[src/sv/fms_pkg.sv]
// Package with the sizes, codes and control types of the fingerprint similarity block.
`default_nettype none

package fms_pkg;

    localparam int NUM_BINS    = 128;
    localparam int COUNT_WIDTH = 16;

    localparam int FP_W      = 7;
    localparam int OP_W      = 2;
    localparam int SIM_W     = 15;
    localparam int OUT_CNT_W = 17;

    localparam int ADDR_W  = (NUM_BINS > 1) ? $clog2(NUM_BINS) : 1;
    localparam int IDX_W   = (ADDR_W > FP_W) ? ADDR_W : FP_W;
    localparam int CNT_W   = COUNT_WIDTH;
    localparam int MATCH_W = COUNT_WIDTH + 1;
    localparam int TOT_W   = COUNT_WIDTH + 1;
    localparam int PROD_W  = MATCH_W + SIM_W;
    localparam int DCNT_W  = $clog2(PROD_W);
    localparam int EXT_W   = (MATCH_W > OUT_CNT_W) ? MATCH_W : OUT_CNT_W;

    localparam logic [CNT_W-1:0]     CNT_MAX   = '1;
    localparam logic [MATCH_W-1:0]   MATCH_MAX = {CNT_MAX, 1'b0};
    localparam logic [EXT_W-1:0]     OUT_MAX   = EXT_W'({OUT_CNT_W{1'b1}});
    localparam logic [SIM_W-1:0]     SIM_FULL  = SIM_W'(25600);

    typedef enum logic [OP_W-1:0] {
        OP_LOAD   = 2'd0,
        OP_PROBE  = 2'd1,
        OP_FINISH = 2'd2
    } t_op;

    typedef enum logic [2:0] {
        ST_CLEAR,
        ST_IDLE,
        ST_UPDATE,
        ST_MUL,
        ST_DIV,
        ST_EMIT
    } t_state;

    typedef struct packed {
        logic take;
        logic update;
        logic mul;
        logic div_step;
        logic emit;
        logic clr_step;
    } t_cmd;

    typedef struct packed {
        logic clr_last;
        logic div_last;
        logic out_free;
    } t_sts;

endpackage

`default_nettype wire

[src/sv/fms_ram.sv]
// Generic single-write, single-read RAM with a registered read port.
`default_nettype none

module fms_ram #(
    parameter int WIDTH = 16,
    parameter int DEPTH = 128
) (
    input  wire logic                                 i_clk,
    input  wire logic                                 i_we,
    input  wire logic [((DEPTH > 1) ? $clog2(DEPTH) : 1)-1:0] i_waddr,
    input  wire logic [WIDTH-1:0]                     i_wdata,
    input  wire logic                                 i_re,
    input  wire logic [((DEPTH > 1) ? $clog2(DEPTH) : 1)-1:0] i_raddr,
    output logic      [WIDTH-1:0]                     o_rdata
);

    logic [WIDTH-1:0] r_mem [DEPTH];

    always_ff @(posedge i_clk) begin
        if (i_we) begin
            r_mem[i_waddr] <= i_wdata;
        end
        if (i_re) begin
            o_rdata <= r_mem[i_raddr];
        end
    end

endmodule

`default_nettype wire

[src/sv/fms_ctrl.sv]
// Controller state machine that sequences items, the division and the histogram clear.
`default_nettype none

module fms_ctrl (
    input  wire logic                  i_clk,
    input  wire logic                  i_rst_n,
    input  wire logic                  i_valid,
    input  wire logic [fms_pkg::OP_W-1:0] i_opcode,
    output logic                       o_stall,
    input  wire fms_pkg::t_sts         i_sts,
    output fms_pkg::t_cmd              o_cmd
);
    import fms_pkg::*;

    t_state r_state;
    t_state n_state;
    logic   accept;

    always_comb begin
        o_stall = (r_state != ST_IDLE) || ((i_opcode == OP_FINISH) && !i_sts.out_free);
        accept  = i_valid && !o_stall;
    end

    always_comb begin
        n_state = r_state;
        unique case (r_state)
            ST_CLEAR: begin
                if (i_sts.clr_last) begin
                    n_state = ST_IDLE;
                end
            end
            ST_IDLE: begin
                if (accept) begin
                    unique case (i_opcode)
                        OP_LOAD, OP_PROBE: n_state = ST_UPDATE;
                        OP_FINISH:         n_state = ST_MUL;
                        default:           n_state = ST_IDLE;
                    endcase
                end
            end
            ST_UPDATE: n_state = ST_IDLE;
            ST_MUL:    n_state = ST_DIV;
            ST_DIV: begin
                if (i_sts.div_last) begin
                    n_state = ST_EMIT;
                end
            end
            ST_EMIT:   n_state = ST_CLEAR;
            default:   n_state = ST_CLEAR;
        endcase
    end

    always_comb begin
        o_cmd          = '0;
        o_cmd.take     = (r_state == ST_IDLE) && accept;
        o_cmd.update   = (r_state == ST_UPDATE);
        o_cmd.mul      = (r_state == ST_MUL);
        o_cmd.div_step = (r_state == ST_DIV);
        o_cmd.emit     = (r_state == ST_EMIT);
        o_cmd.clr_step = (r_state == ST_CLEAR);
    end

    always_ff @(posedge i_clk) begin
        if (!i_rst_n) begin
            r_state <= ST_CLEAR;
        end else begin
            r_state <= n_state;
        end
    end

endmodule

`default_nettype wire

[src/sv/fms_dp.sv]
// Datapath with the histogram memory, item counters, divider and output register.
`default_nettype none

module fms_dp (
    input  wire logic                        i_clk,
    input  wire logic                        i_rst_n,
    input  wire fms_pkg::t_cmd               i_cmd,
    output fms_pkg::t_sts                    o_sts,
    input  wire logic [fms_pkg::OP_W-1:0]    i_opcode,
    input  wire logic [fms_pkg::FP_W-1:0]    i_fingerprint,
    input  wire logic                        i_stall,
    output logic                             o_valid,
    output logic [fms_pkg::SIM_W-1:0]        o_similarity_q8,
    output logic [fms_pkg::OUT_CNT_W-1:0]    o_matched_count,
    output logic [fms_pkg::OUT_CNT_W-1:0]    o_total_count,
    output logic                             o_empty_set
);
    import fms_pkg::*;

    logic [CNT_W-1:0]   r_ref_tot;
    logic [CNT_W-1:0]   r_cand_tot;
    logic [MATCH_W-1:0] r_match;
    logic [MATCH_W-1:0] r_match_snap;
    logic [TOT_W-1:0]   r_div_tot;
    logic [PROD_W-1:0]  r_quo;
    logic [TOT_W-1:0]   r_rem;
    logic [DCNT_W-1:0]  r_div_cnt;
    logic [ADDR_W-1:0]  r_clr_idx;
    logic [ADDR_W-1:0]  r_addr;
    logic               r_in_tab;
    logic               r_is_probe;
    logic               r_out_valid;

    logic [IDX_W-1:0]   fp_wide;
    logic               in_tab;
    logic [ADDR_W-1:0]  rd_addr;
    logic [CNT_W-1:0]   rd_data;
    logic               ram_we;
    logic [ADDR_W-1:0]  ram_waddr;
    logic [CNT_W-1:0]   ram_wdata;
    logic [TOT_W:0]     rem_sh;
    logic [TOT_W:0]     rem_diff;
    logic               q_bit;
    logic [EXT_W-1:0]   match_ext;
    logic [EXT_W-1:0]   tot_ext;
    logic               is_finish;

    always_comb begin
        fp_wide   = IDX_W'(i_fingerprint);
        in_tab    = {1'b0, fp_wide} < (IDX_W + 1)'(NUM_BINS);
        rd_addr   = fp_wide[ADDR_W-1:0];
        is_finish = (i_opcode == OP_FINISH);
    end

    always_comb begin
        ram_we    = 1'b0;
        ram_waddr = r_addr;
        ram_wdata = '0;
        if (i_cmd.clr_step) begin
            ram_we    = 1'b1;
            ram_waddr = r_clr_idx;
        end else if (i_cmd.update && r_in_tab) begin
            if (r_is_probe) begin
                ram_we    = (rd_data != '0);
                ram_wdata = rd_data - CNT_W'(1);
            end else begin
                ram_we    = 1'b1;
                ram_wdata = (rd_data == CNT_MAX) ? rd_data : rd_data + CNT_W'(1);
            end
        end
    end

    fms_ram #(
        .WIDTH (CNT_W),
        .DEPTH (NUM_BINS)
    ) u_hist (
        .i_clk   (i_clk),
        .i_we    (ram_we),
        .i_waddr (ram_waddr),
        .i_wdata (ram_wdata),
        .i_re    (i_cmd.take),
        .i_raddr (rd_addr),
        .o_rdata (rd_data)
    );

    always_comb begin
        rem_sh   = {r_rem, r_quo[PROD_W-1]};
        rem_diff = rem_sh - {1'b0, r_div_tot};
        q_bit    = (rem_sh >= {1'b0, r_div_tot});
    end

    always_comb begin
        match_ext = EXT_W'(r_match_snap);
        tot_ext   = EXT_W'(r_div_tot);
    end

    always_ff @(posedge i_clk) begin
        if (!i_rst_n) begin
            r_ref_tot   <= '0;
            r_cand_tot  <= '0;
            r_match     <= '0;
            r_clr_idx   <= '0;
            r_div_cnt   <= '0;
            r_out_valid <= 1'b0;
        end else begin
            if (r_out_valid && !i_stall) begin
                r_out_valid <= 1'b0;
            end
            if (i_cmd.take && is_finish) begin
                r_ref_tot  <= '0;
                r_cand_tot <= '0;
                r_match    <= '0;
            end
            if (i_cmd.update) begin
                if (r_is_probe) begin
                    if (r_cand_tot != CNT_MAX) begin
                        r_cand_tot <= r_cand_tot + CNT_W'(1);
                    end
                    if (r_in_tab && (rd_data != '0)) begin
                        r_match <= (r_match > MATCH_MAX - MATCH_W'(2)) ?
                                   MATCH_MAX : r_match + MATCH_W'(2);
                    end
                end else if (r_ref_tot != CNT_MAX) begin
                    r_ref_tot <= r_ref_tot + CNT_W'(1);
                end
            end
            if (i_cmd.mul) begin
                r_div_cnt <= '0;
            end else if (i_cmd.div_step) begin
                r_div_cnt <= r_div_cnt + DCNT_W'(1);
            end
            if (i_cmd.clr_step) begin
                r_clr_idx <= o_sts.clr_last ? '0 : r_clr_idx + ADDR_W'(1);
            end
            if (i_cmd.emit) begin
                r_out_valid <= 1'b1;
            end
        end
    end

    always_ff @(posedge i_clk) begin
        if (i_cmd.take) begin
            r_addr     <= rd_addr;
            r_in_tab   <= in_tab;
            r_is_probe <= (i_opcode == OP_PROBE);
            if (is_finish) begin
                r_match_snap <= r_match;
                r_div_tot    <= TOT_W'(r_ref_tot) + TOT_W'(r_cand_tot);
            end
        end
        if (i_cmd.mul) begin
            r_quo <= PROD_W'(r_match_snap) * PROD_W'(SIM_FULL);
            r_rem <= '0;
        end else if (i_cmd.div_step) begin
            r_quo <= {r_quo[PROD_W-2:0], q_bit};
            r_rem <= q_bit ? rem_diff[TOT_W-1:0] : rem_sh[TOT_W-1:0];
        end
        if (i_cmd.emit) begin
            o_empty_set     <= (r_div_tot == '0);
            if (r_div_tot == '0) begin
                o_similarity_q8 <= '0;
            end else if (r_quo > PROD_W'(SIM_FULL)) begin
                o_similarity_q8 <= SIM_FULL;
            end else begin
                o_similarity_q8 <= r_quo[SIM_W-1:0];
            end
            o_matched_count <= (match_ext > OUT_MAX) ? OUT_MAX[OUT_CNT_W-1:0]
                                                     : match_ext[OUT_CNT_W-1:0];
            o_total_count   <= (tot_ext > OUT_MAX) ? OUT_MAX[OUT_CNT_W-1:0]
                                                   : tot_ext[OUT_CNT_W-1:0];
        end
    end

    always_comb begin
        o_sts          = '0;
        o_sts.clr_last = (r_clr_idx == ADDR_W'(NUM_BINS - 1));
        o_sts.div_last = (r_div_cnt == DCNT_W'(PROD_W - 1));
        o_sts.out_free = !r_out_valid || !i_stall;
        o_valid        = r_out_valid;
    end

    a_emit_into_free: assert property (@(posedge i_clk) disable iff (!i_rst_n)
        i_cmd.emit |-> !r_out_valid)
        else $error("Result produced while the output register still holds an item.");

    a_finish_clears: assert property (@(posedge i_clk) disable iff (!i_rst_n)
        (i_cmd.take && is_finish) |=>
            (r_ref_tot == '0 && r_cand_tot == '0 && r_match == '0))
        else $error("Counters not cleared after a finish item.");

    a_no_zero_decrement: assert property (@(posedge i_clk) disable iff (!i_rst_n)
        (i_cmd.update && r_is_probe && ram_we) |-> (rd_data != '0))
        else $error("Probe decremented an empty bin.");

    a_div_in_sequence: assert property (@(posedge i_clk) disable iff (!i_rst_n)
        i_cmd.emit |-> $past(i_cmd.div_step))
        else $error("Result emitted without a completed division.");

endmodule

`default_nettype wire

[src/sv/fingerprint_multiset_similarity.sv]
// Top level of the multiset Dice similarity block for fingerprint streams.
//
//   Channel   Handshake                  Payload
//   input     i_valid / o_stall          i_opcode, i_fingerprint
//   output    o_valid / i_stall          o_similarity_q8, o_matched_count,
//                                        o_total_count, o_empty_set
//
// A reference or candidate item is a histogram memory read, then the write back.
// An unused opcode is taken and dropped. A finish item runs a multiply, a one-bit-per-cycle
// restoring divider, the result write, then a histogram clear of one bin a cycle.
// After reset the histogram is cleared before the first item is taken.
// A waiting result stalls only the next finish item; other items keep flowing.
`default_nettype none

module fingerprint_multiset_similarity (
    input  wire logic                         i_clk,
    input  wire logic                         i_rst_n,
    input  wire logic                         i_valid,
    output logic                              o_stall,
    input  wire logic [fms_pkg::OP_W-1:0]     i_opcode,
    input  wire logic [fms_pkg::FP_W-1:0]     i_fingerprint,
    output logic                              o_valid,
    input  wire logic                         i_stall,
    output logic [fms_pkg::SIM_W-1:0]         o_similarity_q8,
    output logic [fms_pkg::OUT_CNT_W-1:0]     o_matched_count,
    output logic [fms_pkg::OUT_CNT_W-1:0]     o_total_count,
    output logic                              o_empty_set
);
    import fms_pkg::*;

    t_cmd cmd;
    t_sts sts;

    fms_ctrl u_ctrl (
        .i_clk    (i_clk),
        .i_rst_n  (i_rst_n),
        .i_valid  (i_valid),
        .i_opcode (i_opcode),
        .o_stall  (o_stall),
        .i_sts    (sts),
        .o_cmd    (cmd)
    );

    fms_dp u_dp (
        .i_clk           (i_clk),
        .i_rst_n         (i_rst_n),
        .i_cmd           (cmd),
        .o_sts           (sts),
        .i_opcode        (i_opcode),
        .i_fingerprint   (i_fingerprint),
        .i_stall         (i_stall),
        .o_valid         (o_valid),
        .o_similarity_q8 (o_similarity_q8),
        .o_matched_count (o_matched_count),
        .o_total_count   (o_total_count),
        .o_empty_set     (o_empty_set)
    );

endmodule

`default_nettype wire
[config.mk]
export PLATFORM = sky130hd
export DESIGN_NAME = fingerprint_multiset_similarity
export DESIGN_NICKNAME = d
export VERILOG_FILES = /design/src/sv/fms_pkg.sv /design/src/sv/fms_ram.sv /design/src/sv/fms_ctrl.sv /design/src/sv/fms_dp.sv /design/src/sv/fingerprint_multiset_similarity.sv
export SDC_FILE = /design/constraint.sdc
export NUM_CORES = 2
export LEC_CHECK = 0
export CELL_PAD_IN_SITES_DETAIL_PLACEMENT = 1
export CELL_PAD_IN_SITES_GLOBAL_PLACEMENT = 2
export CORE_MARGIN = 10
export CORE_UTILIZATION = 45
export DETAILED_ROUTE_END_ITERATION = 7
export DONT_BUFFER_PORTS = 1
export MAX_ROUTING_LAYER = met4
export PLACE_DENSITY_LB_ADDON = 0.1
export REMOVE_ABC_BUFFERS = 1
export SLEW_MARGIN = 20
export SYNTH_ARGS = -nofsm -noshare
export SYNTH_HDL_FRONTEND = slang
export SYNTH_SLANG_ARGS = --single-unit
[constraint.sdc]
create_clock -name i_clk -period 7.8 [get_ports i_clk]
set_clock_uncertainty 0.2 [all_clocks]
set_input_delay 1.56 -clock i_clk [delete_from_list [all_inputs] [get_ports i_clk]]
set_output_delay 1.56 -clock i_clk [all_outputs]
set_load 0.1 [all_outputs]
**Word-level counts from Yosys, hierarchy flattened**

Memories as Yosys holds them, arrays and structs flattened. A register that Yosys moved wholly into a read port is not among the register bits.
Cells that the tools add are included.

- Logic and storage cells: 109
- Bits of input ports: 13
- Memories: 1
- Register bits after elaboration: 206
- RAM bits: 2048
- Output and inout port bits: 52

- Bitwise operators: 1
- Multiplexer cells: 35
- Reduce and logical (&&, ||, !) cells: 22
- Equal/unequal tests: 16
- Add/subtract/negate cells: 9
- Multipliers: 1
- Order comparisons: 5

Memory list:

| name | depth | width | rd ports | clocked after memory_dff | write ports | RTL line | source |
|---|---|---|---|---|---|---|---|
| u_dp.u_hist.r_mem | 128 | 16 | 1 | 1 | 1 | fms_ram.sv:17 | `logic [WIDTH-1:0] r_mem [DEPTH];` |

Operator list:

| cell | count |
|---|---|
| $mux 16 | 12 |
| $mux 17 | 6 |
| $mux 32 | 2 |
| $gt 17x17->1 const B | 3 |
| $add 16x1->16 const B | 3 |
| $gt 32x15->1 const B | 1 |
| $ne 16x16->1 const B | 2 |
| $mul 17x5->22 const B | 1 |
| $ge 18x17->1 | 1 |
| $add 16x16->17 | 1 |
| $add 17x2->17 const B | 1 |
| $logic_not 17->1 | 1 |
| $sub 17x17->17 | 1 |
| $eq 16x16->1 const B | 1 |
| $reduce_bool 16->1 | 1 |
| $sub 16x1->16 const B | 1 |
| $mux 15 | 1 |
| $pmux 3 s5 | 1 |
| $mux 7 | 2 |
| $mux 3 | 3 |
| $add 7x1->7 const B | 1 |
| $eq 7x7->1 const B | 1 |
| $mux 1 | 7 |
| $eq 3x2->1 const B | 2 |
| other kinds (19) | 33 |

**Logic depth before layout (Yosys ltp)**

- Depth after elaboration: 13
- Depth in mapped cells: 13
- Mapped depth without buffers: 13

**By module**

Synthesis repeated with hierarchy kept, for this count alone.

- Cells, all modules: 4405
- Area, all modules: 91316.3 um^2

Modules (own cells, without submodules):

| module | cells each | times used | area each (um^2) |
|---|---|---|---|
| fms_ram | 3086 | 1 | 78683.0 |
| fms_dp | 1295 | 1 | 12423.2 |
| fms_ctrl | 24 | 1 | 210.2 |

**Worst setup path after synthesis**

No wires, ideal clock.

- Path type: reg2reg
- Start point: register u_dp.u_hist.o_rdata[4], read port of u_dp.u_hist.r_mem
- End point: memory u_dp.u_hist.r_mem[0][13], data pin
- Setup slack: -0.711 ns
- Library setup time: 1.266 ns
- Clock period less this slack: 8.511 ns
- Stages on the path, launching flop included: 8
- Data required time: 6.334 ns
- Arrival: 7.045 ns
- Cell sequence: edfxtp_1 -> clkbuf_1 -> nor4_1 -> and2_1 -> nand2_1 -> or3_1 -> xor2_1 -> a221oi_1

- Longest elaborated chain between the ends: 5

Ends and longest elaborated chain:

| what | RTL line | source |
|---|---|---|
| from (decl) | fms_ram.sv:14 | `output logic [WIDTH-1:0] o_rdata` |
| $add 16x1->16 or $eq 16x16->1 (tied branches) | fms_dp.sv:68 | `ram_wdata = (rd_data == CNT_MAX) ? rd_data : rd_data + CNT_W'(1);` |
| $mux 16 | fms_dp.sv:68 |  |
| $mux 16 * | fms_dp.sv:63 | `if (r_is_probe) begin` |
| $mux 16 * | fms_dp.sv:62 | `end else if (i_cmd.update && r_in_tab) begin` |
| $mux 16 * | fms_dp.sv:59 | `if (i_cmd.clr_step) begin` |
| net u_dp.ram_wdata[13] | fms_dp.sv:40 | `logic [CNT_W-1:0] ram_wdata;` |
| to (decl) | fms_ram.sv:17 |  |

The timed path passes the listed nets; every way through them passes the cells marked *.

==> results.md <==
Status:
- The flow ran to the end, and the final reports show no timing, DRC or antenna violations.

CTS:
- The number of resized instances in the post-cts repair step is 0.
- The deepest level of the CTS H-tree is 4.
- The clock transition at the register clock pins on the worst setup and hold paths after CTS is 0.06 ns.
- Clock tree synthesis found a total of between 2000 and 2500 sinks.
- The clock tree from TritonCTS is done.
- No sink is reached through more buffers than the 3 on the longest clock path.
- The number of CTS-inserted buffers is 232.
- The clock root buffer is sky130_fd_sc_hd__clkbuf_16.
- The clock latency reported for the late side of the worst-skew pair is 0.87 ns.
- The number of setup buffers added after CTS is 0.
- Hold repair after CTS inserted 0 buffers.

Route:
- Across all layers, the routed design uses between 40000 and 50000 vias.
- After detailed routing, the average wire length per cell comes to approximately 32 um.
- Summed over all layers, the routed wires come to 257 mm.
- The remaining routing DRC violations is 0.
- After the first detailed-routing iteration, the DRC count stood at between 5000 and 6000.
- The first-pass detailed-route iteration total is 5.
- The antenna violation net count after detailed routing is 0.
- After detailed routing, the number of vias per cell comes to between 6 and 7.

Worst setup path:
- The cell type of the slowest stage on the worst timing path is sky130_fd_sc_hd__a221oi_1.
- The launch point of the worst reg-to-reg path is u_dp.u_hist.o_rdata[9]$_DFFE_PP_.
- The top cell family by delay on the critical path is buffers and inverters.
- The start point of the critical path is i_fingerprint[0].
- For flop-to-flop paths, the worst setup slack is 3.07 ns.
- Data arrives at the worst endpoint at around 6.2 ns.
- The signal on the critical path passes through buf_16 -> buf_16 -> buf_16 -> mux4_2 -> a22o_1 -> a221oi_1 -> a31oi_1 -> or4_1.
- The number of stages on the worst setup path is 8.
- The sum of buffers and inverters on the critical path is 3.
- STA classifies the critical path endpoint as a register.
- The cell that appears most often on the critical path is sky130_fd_sc_hd__buf_16.
- The worst endpoint required time is 8.16 ns.
- Of all nets on the critical path, the largest fanout is approximately 140.
- The capturing instance or port of the critical path is u_dp.u_hist.o_rdata[6]$_DFFE_PP_.
- The count of cells along the worst register-to-register path is 7.
- In this design, the stage delay of the slowest critical-path cell is 0.77 ns.
- The kind of critical path is in -> reg.
- The startpoint type of the worst setup path is an input port.
- The worst register-to-register path ends at u_dp.u_hist.r_mem[20][0]$_DFFE_PP_.

Synth:
- Of the total synthesized cell area, the portion taken by full adders, half adders and majority gates is 0.0163.
- For this run, the number of Yosys warnings is 0.
- The multiplexer share of the synthesized area is 0.130.
- Counting flops with an async set or reset pin after synthesis yields a share of 0.
- The xor-xnor portion of the synthesized cell area is 0.00603.
- After technology mapping, the gate count stands at about 5100.
- The most instantiated flip-flop cell in the synthesis netlist is sky130_fd_sc_hd__edfxtp_1.
- The number of register bits inferred by synthesis is roughly 2300.
- The sequential element share of the synthesized area is 0.735.
- The mapped netlist covers about 0.092 sq mm.
- The post-synthesis simple-gate area fraction is 0.0412.
- The number of synthesized flops with an enable pin is 2178.
- The main combinational cell family by area after synthesis is multiplexers.
- The post-synthesis compound-gate area fraction is 0.0515.
- The synthesized netlist contains 73 unique library cells.
- In this run the mean area of a mapped cell was 18.1 sq um.

Cells and area:
- After routing the design area is slightly above 0.1 sq mm.
- The layout cell share with drive strength beyond 1 is 0.182.
- Once layout is complete, the utilization of the core stands at 0.510.
- Excluding fillers, the count of instances in the completed layout stands at approximately 8000.
- The net total in the final layout is about 5400.
- The number of fill cells in the layout is ~18000.
- The area growth from synthesis to final layout is 12.8%.

Placed design:
- The half-perimeter wire length after placement is approximately 150 mm.
- The placed cell count is roughly 7700.
- The congestion estimate from routability-driven global placement came to ~0.80.
- During placement, the flow inserted port buffers numbering 0.
- The post-place instance area is ~0.096 sq mm.

Die:
- The effective utilization at floorplan is 0.452.
- The width of the die is between 400 and 500 um.
- The total number of placement rows is 165.
- The die span in y is around 470 um.
- The area enclosed by the die boundary is 0.222 sq mm.
- Pin placement for this block handled 65 I/O pins.
- The area of the core is around 0.20 sq mm.

STA:
- Setup repair after global routing left no endpoint under its margin.
- The final hold violation count is 0.
- The max-slew violation total from the final report was 0.
- The share of the clock period used by the worst path after layout is 0.753.
- Setup violations remaining at the end of the flow were counted as 0.
- The pin slew with the least headroom to its limit is roughly 1.2 ns.
- The maximum operating frequency is between 150 and 200 MHz.
- The worst path in the final design needs a cycle of approximately 5.9 ns, including I/O delays and setup.
- The worst pin sits at a relative slew slack of 0.199.

Worst hold path:
- The classification of the worst-slack hold path is reg -> reg.

Pwr:
- The maximum resistive drop on vdd is roughly 0.00023 V.
- The ratio of total power to cell area is about 240 mW/mm^2.
- The completed layout was analyzed and its total power is roughly 0.025 W.
- The total leakage power is about 30 nW.

GRT:
- The overall fraction of global-route tracks in use is 0.233.
- The maximum number of pins on one net before global-route repair is 328.
- The number of antenna violations at the first check in global routing is 8.
- The first-pass GRT wire length is roughly 370 mm.
- The number of global-route vias before repair is approximately 50000.
- The total congestion overflow is 0.

Run:
- The tool flagged a number of max-cap violations equal to 0.
## layout by cell type (no fill, tap or decap), types with 21 or more instances in the layout
cell type                   instances
sky130_fd_sc_hd__or2_2             22
sky130_fd_sc_hd__nand3_1           93
sky130_fd_sc_hd__a21oi_1           90
sky130_fd_sc_hd__nor2b_1           27
sky130_fd_sc_hd__clkbuf_1          61
sky130_fd_sc_hd__nor2_1           187
sky130_fd_sc_hd__a22oi_1          127
sky130_fd_sc_hd__and2_1            22
sky130_fd_sc_hd__edfxtp_1        2178
sky130_fd_sc_hd__mux2i_1          392
sky130_fd_sc_hd__o21ai_0           97
sky130_fd_sc_hd__xnor2_1           41
sky130_fd_sc_hd__a22o_1            47
sky130_fd_sc_hd__mux4_2           354
sky130_fd_sc_hd__inv_1            147
sky130_fd_sc_hd__clkbuf_16        236
sky130_fd_sc_hd__ha_1              97
sky130_fd_sc_hd__nor3_1            25
sky130_fd_sc_hd__buf_4            188
sky130_fd_sc_hd__nor2_4            32
sky130_fd_sc_hd__nor2_2            27
sky130_fd_sc_hd__clkinv_2          33
sky130_fd_sc_hd__nand2_1          207
sky130_fd_sc_hd__clkinv_1          51
sky130_fd_sc_hd__dfxtp_1           92
sky130_fd_sc_hd__nand4_1           26
sky130_fd_sc_hd__xor2_1            22
sky130_fd_sc_hd__a31oi_1           39
sky130_fd_sc_hd__a221oi_1         112
sky130_fd_sc_hd__o211ai_1          21
## cells in the mapped netlist (88+ instances only)
master	number	area share
sky130_fd_sc_hd__buf_2	88	0.0048
sky130_fd_sc_hd__a221oi_1	114	0.011
sky130_fd_sc_hd__edfxtp_1	2178	0.71
sky130_fd_sc_hd__ha_1	97	0.013
sky130_fd_sc_hd__nor2_1	245	0.010
sky130_fd_sc_hd__mux2i_1	392	0.043
sky130_fd_sc_hd__o21ai_0	97	0.0053
sky130_fd_sc_hd__inv_1	147	0.0060
sky130_fd_sc_hd__a22oi_1	127	0.010
sky130_fd_sc_hd__clkbuf_1	146	0.0060
sky130_fd_sc_hd__a21oi_1	90	0.0049
sky130_fd_sc_hd__dfxtp_1	92	0.020
sky130_fd_sc_hd__nand3_1	94	0.0051
sky130_fd_sc_hd__nand2_1	207	0.0085
sky130_fd_sc_hd__mux4_2	354	0.087
## metal layers
metal / vias up / part of all wire / routed length (um) / track usage
li1: 20800 / - / - / -
met1: 26400 / 0.44 / 113000 / 0.326
met2: 1440 / 0.48 / 124000 / 0.369
met3: 297 / 0.057 / 14700 / 0.0325
met4: 0 / 0.018 / 4610 / 0.0441
met5: - / 0 / 0 / -
## worst register-to-register path: stages (launching register included)
cell and delay [ns]:
sky130_fd_sc_hd__edfxtp_1 0.74, sky130_fd_sc_hd__or4_4 0.31, sky130_fd_sc_hd__or4_4 0.15, sky130_fd_sc_hd__nor3_1 0.07
sky130_fd_sc_hd__nor3_2 0.71, sky130_fd_sc_hd__nand3_1 0.82, sky130_fd_sc_hd__buf_4 0.46, sky130_fd_sc_hd__nor2_2 0.87
## worst min path at each step
stage                                        start  slack (ns)                              to  depth (start not counted)
finish                u_dp.r_match[0]$_SDFFE_PN0P_        0.23     u_dp.match_ext[0]$_DFFE_PP_                          0
CTS                   u_dp.r_match[0]$_SDFFE_PN0P_        0.23     u_dp.match_ext[0]$_DFFE_PP_                          0
floorplan              u_dp.r_match[12]$_SDFF_PN0_        0.22    u_dp.match_ext[12]$_DFFE_PP_                          0
global route          u_dp.r_match[0]$_SDFFE_PN0P_        0.26     u_dp.match_ext[0]$_DFFE_PP_                          0
global placement    u_dp.r_div_cnt[4]$_SDFFE_PP0N_        0.25  u_dp.r_div_cnt[4]$_SDFFE_PP0N_                          2
detailed placement    u_dp.r_match[0]$_SDFFE_PN0P_        0.25     u_dp.match_ext[0]$_DFFE_PP_                          0
## report_power, final
group,internal (W),total [W],leakage [nW],switching (W)
Sequential,0.0132,0.0132,17.3,0.0000180
Combinational,0.000269,0.000763,9.56,0.000493
Clock,0.00621,0.0109,3.60,0.00471
Total,0.0197,0.0249,30.4,0.00522
## sequential cells by signal (all words and copies together), names as in the netlist
register,cells
u_ctrl.r_state,3
u_dp.match_ext,17
u_dp.o_empty_set,1
u_dp.o_matched_count,17
u_dp.o_similarity_q8,15
u_dp.o_total_count,17
u_dp.o_valid,1
u_dp.r_addr,7
u_dp.r_cand_tot,16
u_dp.r_clr_idx,7
u_dp.r_div_cnt,5
u_dp.r_div_tot,17
u_dp.r_is_probe,1
u_dp.r_match,17
u_dp.r_quo,32
u_dp.r_ref_tot,16
u_dp.r_rem,17
u_dp.u_hist.o_rdata,16
u_dp.u_hist.r_mem,2048
## per-stage QoR
step                      hold slack [ns]  setup TNS, ns  setup WS, ns
after floorplan                     0.223        -256.49        -0.675
after global placement              0.248              0          2.20
after detailed placement            0.249              0          2.30
after CTS                           0.231              0          2.99
after global routing                0.260              0          1.71
final                               0.230              0          1.92
## final cells by class
| cell class | count | area (sq um) | share of cell area |
|---|---|---|---|
| inverter | 148 | 556 | 0.00538 |
| timing repair buffer | 201 | 1700 | 0.0165 |
| tap | 2672 | 3340 | 0.0324 |
| antenna | 6 | 15.0 | 0.000145 |
| multi-input combinational | 2378 | 22900 | 0.222 |
| sequential | 2270 | 67200 | 0.651 |
| clock buffer | 298 | 6150 | 0.0596 |
| clock inverter | 127 | 1300 | 0.0126 |
## kinds of logic (layout without fill, tap and decap cells)
kind of cell    count (synthesis)  count (layout)
flops                        2270            2270
simple gates                  793             793
mux                           749             749
compound gates                662             662
buf+inv                       420             774
fa+ha+maj                     111             111
xor+xnor                       63              63
other cells                     0               6
Power figures use the tool's default switching activity.
